### src/sv/fcsg_pkg.sv
`timescale 1ns / 1ps
// shared types and helpers for the filled-circle span generator
// no dependencies; used by fcsg_span_pipe, filled_circle_span_generator, fcsg_span_checker and tb_top

package fcsg_pkg;

	localparam int COORD_W = 8;
	localparam int DIAM_W  = 6;
	localparam int RAD_W   = 5;
	localparam int RSQ_W   = 10;
	localparam int OFS_W   = 6;
	localparam int OUT_W   = 10;
	localparam int ROOT_W  = 5;

	// one row in flight through the span pipeline
	typedef struct packed {
		logic signed [OFS_W-1:0] y;
		logic [RSQ_W-1:0]        rsq;
		logic [RSQ_W-1:0]        rem;
		logic [ROOT_W-1:0]       root;
		logic [COORD_W-1:0]      cx;
		logic [COORD_W-1:0]      cy;
		logic                    last;
	} span_t;

	// one digit of the floor square root: keep the bit if the trial square still fits
	function automatic span_t sqrt_step(span_t p, logic [2:0] b);
		logic [ROOT_W-1:0] trial;
		logic [RSQ_W-1:0]  tsq;
		span_t             q;
		q     = p;
		trial = p.root | (ROOT_W'(1) << b);
		tsq   = RSQ_W'({5'd0, trial} * {5'd0, trial});
		if (tsq <= p.rem) begin
			q.root = trial;
		end
		return q;
	endfunction

endpackage

### src/sv/fcsg_span_pipe.sv
`timescale 1ns / 1ps
// row pipeline: offset squared, remainder, five square-root digit stages
// depends on fcsg_pkg

module fcsg_span_pipe (
	input  logic           clk,
	input  logic           arst_n,
	input  logic           en,
	input  logic           in_valid,
	input  fcsg_pkg::span_t in_span,
	output logic           out_valid,
	output fcsg_pkg::span_t out_span
);
	import fcsg_pkg::*;

	logic              valid_s1, valid_s2, valid_s3, valid_s4;
	logic              valid_s5, valid_s6, valid_s7, valid_s8;
	span_t             span_s1, span_s2, span_s3, span_s4;
	span_t             span_s5, span_s6, span_s7, span_s8;
	logic [RSQ_W-1:0]  ysq_s2;
	logic [RAD_W-1:0]  yabs;
	span_t             rem_span;

	assign yabs = span_s1.y[OFS_W-1] ? RAD_W'(-span_s1.y) : RAD_W'(span_s1.y);

	always_comb begin
		rem_span      = span_s2;
		rem_span.rem  = span_s2.rsq - ysq_s2;
		rem_span.root = '0;
	end

	always_ff @(posedge clk or negedge arst_n) begin
		if (!arst_n) begin
			valid_s1 <= 1'b0;
			valid_s2 <= 1'b0;
			valid_s3 <= 1'b0;
			valid_s4 <= 1'b0;
			valid_s5 <= 1'b0;
			valid_s6 <= 1'b0;
			valid_s7 <= 1'b0;
			valid_s8 <= 1'b0;
		end else if (en) begin
			valid_s1 <= in_valid;
			valid_s2 <= valid_s1;
			valid_s3 <= valid_s2;
			valid_s4 <= valid_s3;
			valid_s5 <= valid_s4;
			valid_s6 <= valid_s5;
			valid_s7 <= valid_s6;
			valid_s8 <= valid_s7;
		end
	end

	always_ff @(posedge clk) begin
		if (en) begin
			span_s1 <= in_span;
			span_s2 <= span_s1;
			ysq_s2  <= RSQ_W'({5'd0, yabs} * {5'd0, yabs});
			span_s3 <= rem_span;
			span_s4 <= sqrt_step(span_s3, 3'd4);
			span_s5 <= sqrt_step(span_s4, 3'd3);
			span_s6 <= sqrt_step(span_s5, 3'd2);
			span_s7 <= sqrt_step(span_s6, 3'd1);
			span_s8 <= sqrt_step(span_s7, 3'd0);
		end
	end

	assign out_valid = valid_s8;
	assign out_span  = span_s8;

endmodule

### src/sv/filled_circle_span_generator.sv
`timescale 1ns / 1ps
// filled-circle span generator: one request in, 2r+1 spans out, top row first
// path: a request is registered in the row sequencer; each row then passes eight pipe registers and the output register
// throughput: one span per cycle while m_tready is high; s_tready stays low until the request's last row is issued
// (row sequencer issues one row per cycle, unless the output stalls, into a nine-register pipeline)
// reset: arst_n clears the sequencer and all valid bits; the block comes up idle
// depends on fcsg_pkg and fcsg_span_pipe

module filled_circle_span_generator (
	input  logic        clk,
	input  logic        arst_n,
	input  logic        s_tvalid,
	output logic        s_tready,
	input  logic [23:0] s_tdata,   // center_x[7:0], center_y[15:8], diameter[21:16], zero
	output logic        m_tvalid,
	input  logic        m_tready,
	output logic [31:0] m_tdata,   // row_y[9:0], left_x[19:10], right_x[29:20], zero
	output logic        m_tlast    // last_row
);
	import fcsg_pkg::*;

	logic                    busy_q;
	logic signed [OFS_W-1:0] y_q;
	logic [RAD_W-1:0]        r_q;
	logic [RSQ_W-1:0]        rsq_q;
	logic [COORD_W-1:0]      cx_q;
	logic [COORD_W-1:0]      cy_q;

	logic [COORD_W-1:0]      center_x;
	logic [COORD_W-1:0]      center_y;
	logic [DIAM_W-1:0]       diameter;
	logic [2*DIAM_W-1:0]     dsq;
	logic signed [OFS_W-1:0] neg_r;
	logic                    accept;
	logic                    en;
	logic                    issue;
	span_t                   issue_span;
	logic                    pipe_valid;
	span_t                   pipe_span;

	logic signed [OUT_W-1:0] row_y_q;
	logic signed [OUT_W-1:0] left_x_q;
	logic signed [OUT_W-1:0] right_x_q;
	logic                    last_row_q;
	logic                    m_tvalid_q;

	assign center_x = s_tdata[7:0];
	assign center_y = s_tdata[15:8];
	assign diameter = s_tdata[21:16];
	assign dsq      = {6'd0, diameter} * {6'd0, diameter};

	assign s_tready = !busy_q;
	assign accept   = s_tvalid && s_tready;
	assign en       = !m_tvalid_q || m_tready;
	assign issue    = busy_q && en;
	assign neg_r    = -$signed({1'b0, r_q});

	always_comb begin
		issue_span      = '0;
		issue_span.y    = y_q;
		issue_span.rsq  = rsq_q;
		issue_span.cx   = cx_q;
		issue_span.cy   = cy_q;
		issue_span.last = (y_q == neg_r);
	end

	// row sequencer: walks the offset from +r down to -r
	always_ff @(posedge clk or negedge arst_n) begin
		if (!arst_n) begin
			busy_q <= 1'b0;
			y_q    <= '0;
			r_q    <= '0;
			rsq_q  <= '0;
			cx_q   <= '0;
			cy_q   <= '0;
		end else if (accept) begin
			busy_q <= 1'b1;
			r_q    <= diameter[DIAM_W-1:1];
			y_q    <= $signed({1'b0, diameter[DIAM_W-1:1]});
			rsq_q  <= dsq[2*DIAM_W-1:2];
			cx_q   <= center_x;
			cy_q   <= center_y;
		end else if (issue) begin
			if (y_q == neg_r) begin
				busy_q <= 1'b0;
			end else begin
				y_q <= y_q - OFS_W'(1);
			end
		end
	end

	fcsg_span_pipe u_pipe (
		.clk      (clk),
		.arst_n   (arst_n),
		.en       (en),
		.in_valid (issue),
		.in_span  (issue_span),
		.out_valid(pipe_valid),
		.out_span (pipe_span)
	);

	always_ff @(posedge clk or negedge arst_n) begin
		if (!arst_n) begin
			m_tvalid_q <= 1'b0;
		end else if (en) begin
			m_tvalid_q <= pipe_valid;
		end
	end

	always_ff @(posedge clk) begin
		if (en && pipe_valid) begin
			row_y_q    <= $signed({2'b00, pipe_span.cy})
				+ OUT_W'(pipe_span.y);
			left_x_q   <= $signed({2'b00, pipe_span.cx})
				- $signed({5'd0, pipe_span.root});
			right_x_q  <= $signed({2'b00, pipe_span.cx})
				+ $signed({5'd0, pipe_span.root});
			last_row_q <= pipe_span.last;
		end
	end

	assign m_tvalid = m_tvalid_q;
	assign m_tdata  = {2'b00, right_x_q, left_x_q, row_y_q};
	assign m_tlast  = last_row_q;

endmodule

### config.mk
export PLATFORM = sky130hd
export DESIGN_NAME = filled_circle_span_generator
export DESIGN_NICKNAME = d
export VERILOG_FILES = /design/src/sv/fcsg_pkg.sv /design/src/sv/fcsg_span_pipe.sv /design/src/sv/filled_circle_span_generator.sv
export SDC_FILE = /design/constraint.sdc
export NUM_CORES = 1
export LEC_CHECK = 0
export BUFFER_PORTS_ARGS = -buffer_cell sky130_fd_sc_hd__buf_2
export CAP_MARGIN = 25
export CORE_ASPECT_RATIO = 1.75
export CORE_UTILIZATION = 45
export DETAILED_ROUTE_END_ITERATION = 10
export PLACE_DENSITY_LB_ADDON = 0.15
export SKIP_LAST_GASP = 1
export SLEW_MARGIN = 20
export SYNTH_ARGS = -nofsm -noshare
export SYNTH_HDL_FRONTEND = slang
export SYNTH_SLANG_ARGS = --single-unit
export TNS_END_PERCENT = 20
### constraint.sdc
create_clock -name clk -period 17.79 [get_ports clk]
set_clock_uncertainty 0.15 [all_clocks]
set_input_delay 3.558 -clock clk [delete_from_list [all_inputs] [get_ports clk]]
set_output_delay 3.558 -clock clk [all_outputs]
set_load 0.01 [all_outputs]
==> results.py <==
metrics = {
    "clocking": {
        "cts_tree": "done",
        "ctsHoldBuffers": 0,
        "cts-buffers-inserted": 34,
        "clockBufferDepth": 3,
        "postCtsSetupBuffers": 0,
        "cts.reportedPaths.clkPinSlew_ps": 60,
        "cts_sinks": 352,
        "root_buffer": "clkbuf_16",
        "cts_resized": 0,
        "clk_latency_ps": 520,
        "cts_max_level": 2,
    },
    "logic_synthesis": {
        "synth_area_um2": 15000,
        "syn_inst": 1005,
        "yosysMostFrequentCell": "edfxtp_1",
        "synthFlopType": "edfxtp_1",
        "yosys.area.top_type_share_pct": 61.0,
        "synth.distinct_cells": 57,
        "synth-seq-cells": 352,
        "ys_top_cells_by_count": "edfxtp_1, ha_1, nand2_1",
        "ys_seq_area_share_pct": 68.8,
        "avgSynthCellArea_um2": 14.9,
        "synthTopCellsByArea": "edfxtp_1, ha_1, dfrtp_1",
        "synth_top_cell_by_area": "edfxtp_1",
        "synth-async-reset-ratio_pct": 13.4,
        "ys_warn_count": 0,
        "synth_edf_count": 305,
    },
    "timing": {
        "setup-violations-final": 0,
        "worst_slack_ps": 11230,
        "max-slew-margin-rel_pct": 26.9,
        "min_period_ps": 6560,
        "period_share_pct": 36.9,
        "worstMarginPinSlew_ps": 1100,
        "fmax_ghz": 0.152,
        "setup-tns-final_ps": 0,
        "report.final.slew_viol_count": 0,
        "finalHoldViolCount": 0,
        "rsz0062_at_grt": "no",
    },
    "placed_design": {
        "place_ws_ps": 10630,
        "place_hpwl_um": 13800,
        "place_congestion": 0.800,
        "port-buffer-count": 57,
    },
    "route": {
        "drc": 0,
        "via_per_inst": 4.91,
        "met3WireLength_um": 605,
        "wl_per_cell_um": 13.5,
        "first_pass_iters": 4,
        "antenna_left": 0,
        "drt_iter0_drc": 304,
        "routed-wl-met2_um": 11300,
        "drt_wl_total_um": 20500,
        "wl_met1_um": 7730,
        "vias": 7450,
        "top_layer": "met4",
    },
    "die": {
        "start_util_pct": 45.6,
        "coreArea_um2": 32900,
        "fp-row-count": 88,
        "die_h_um": 244,
        "die_w_um": 140,
        "io_pins": 63,
        "die_area_um2": 34100,
    },
    "grt": {
        "grt_max_degree": 198,
        "overflow": 0,
        "grt_pass1_vias": 7642,
        "grt_pass1_wl_um": 35100,
        "antenna_found_initial": 0,
        "track_usage_pct": 12.9,
    },
    "critical_path": {
        "reg2reg_depth": 17,
        "critical_path_class": "in2reg",
        "cp.arrival_ps": 6800,
        "start_kind": "input pin",
        "cp.required_ps": 18030,
        "cp-end-kind": "flop",
        "cp_max_fo": 10,
    },
    "layout": {
        "drive_gt1_share_pct": 12.2,
        "num_antenna_cells": 0,
        "nets": 1241,
        "areaGrowthSynthToFinish_pct": 12.4,
    },
    "hold_path": {
        "hp-class": "reg2reg",
        "holdPathStages": 0,
    },
    "power": {
        "powerDensity_nw_per_um2": 190,
        "p_leak_nw": 7.03,
        "ir_drop_mv": 0.0799,
    },
    "run_status": {
        "status": "finished clean",
    },
    "run": {
        "cap_violations": 0,
    },
}
report_power, final:
group          leakage (nW)  internal, mW  switching (mW)
clock                 0.543         0.414           0.302
combinational          2.88         0.466           0.578
sequential             3.61          1.33           0.125
worst paths after layout:
check,startpoint,end,slack [ps]
setup reg to reg,u_pipe.span_s1[42],u_pipe.ysq_s2[9],13040
min in group asynchronous,arst_n,rsq_q[8],2860
hold reg to reg,u_pipe.span_s4[42],u_pipe.span_s5[42],260
setup / recovery,s_tdata[19],rsq_q[9],11230
max in group asynchronous,arst_n,u_pipe.valid_s4,14090
hold / removal,u_pipe.span_s4[42],u_pipe.span_s5[42],260
layout by cell type (no fill, tap or decap), types with 24 or more instances in the layout:
master | Yosys | final
edfxtp_1 | 305 | 305
a21oi_1 | 28 | 28
xnor2_1 | 41 | 41
nor2_1 | 34 | 34
clkbuf_16 | 0 | 34
nand2_1 | 101 | 101
ha_1 | 111 | 111
buf_2 | 0 | 57
xor2_1 | 24 | 24
dfrtp_1 | 47 | 47
inv_1 | 97 | 97
flip-flops by register name, summed over array words and instances, names as in the netlist, 9 cells and up:
| signal | count |
|---|---|
| u_pipe.span_s7 | 37 |
| u_pipe.span_s6 | 36 |
| u_pipe.span_s5 | 35 |
| u_pipe.span_s4 | 34 |
| u_pipe.span_s1 | 33 |
| u_pipe.span_s3 | 33 |
| u_pipe.rem_span | 32 |
| u_pipe.out_span | 28 |
| row_y_q | 10 |
| rsq_q | 10 |
| left_x_q | 9 |
| u_pipe.ysq_s2 | 9 |
worst max-delay path, stage by stage:
cell and delay [ps]:
buf_2 200, nand2_1 160, inv_1 140, fa_1 460, fa_1 480, fa_1 510, inv_1 50, ha_1 210
a21o_1 180, a21oi_1 250, o21ai_0 150, a31oi_1 220, xnor2_1 140, o21ai_0 90
cell families (layout without fill, tap and decap cells):
family                   Yosys count  in the layout  synth area share, %
XOR/XNOR                          65             65                 3.79
AO/OA/AOI/OAI                    112            112                 4.86
flip-flops                       352            352                 68.8
other                              1              3               0.0250
AND/OR/NAND/NOR                  220            220                 6.97
buffers and inverters            118            222                 3.42
multiplexers                      10             10                0.742
adder cells (fa/ha/maj)          127            127                 11.4
per-layer routing:
layer | global-route usage (%) | vias up
met4 | 7.30 | 0
met2 | 24.6 | 123
li1 | - | 3724
met1 | 13.0 | 3543
met5 | 0 | -
met3 | 2.30 | 60
metrics by stage:
stage,util (%),hold WS [ps],cell area (µm²),cells,total power [mW]
after global placement,47.8,251,15700,1453,2.50
final,51.3,258,16900,1516,3.21
after detailed placement,47.9,255,15800,1455,2.54
after CTS,51.3,254,16900,1516,3.27
after floorplan,-,250,15000,1007,2.29
after global routing,51.3,258,16900,1516,3.48
cell type report:
class	count	area, µm²
clock inverters	25	262
clock buffers	36	858
flip-flops and latches	352	10300
well taps	405	507
inverters	98	373
repair buffers	63	363
multi-input cells	537	4180
fillers	2762	16000
(Power assumes the default switching activity.)
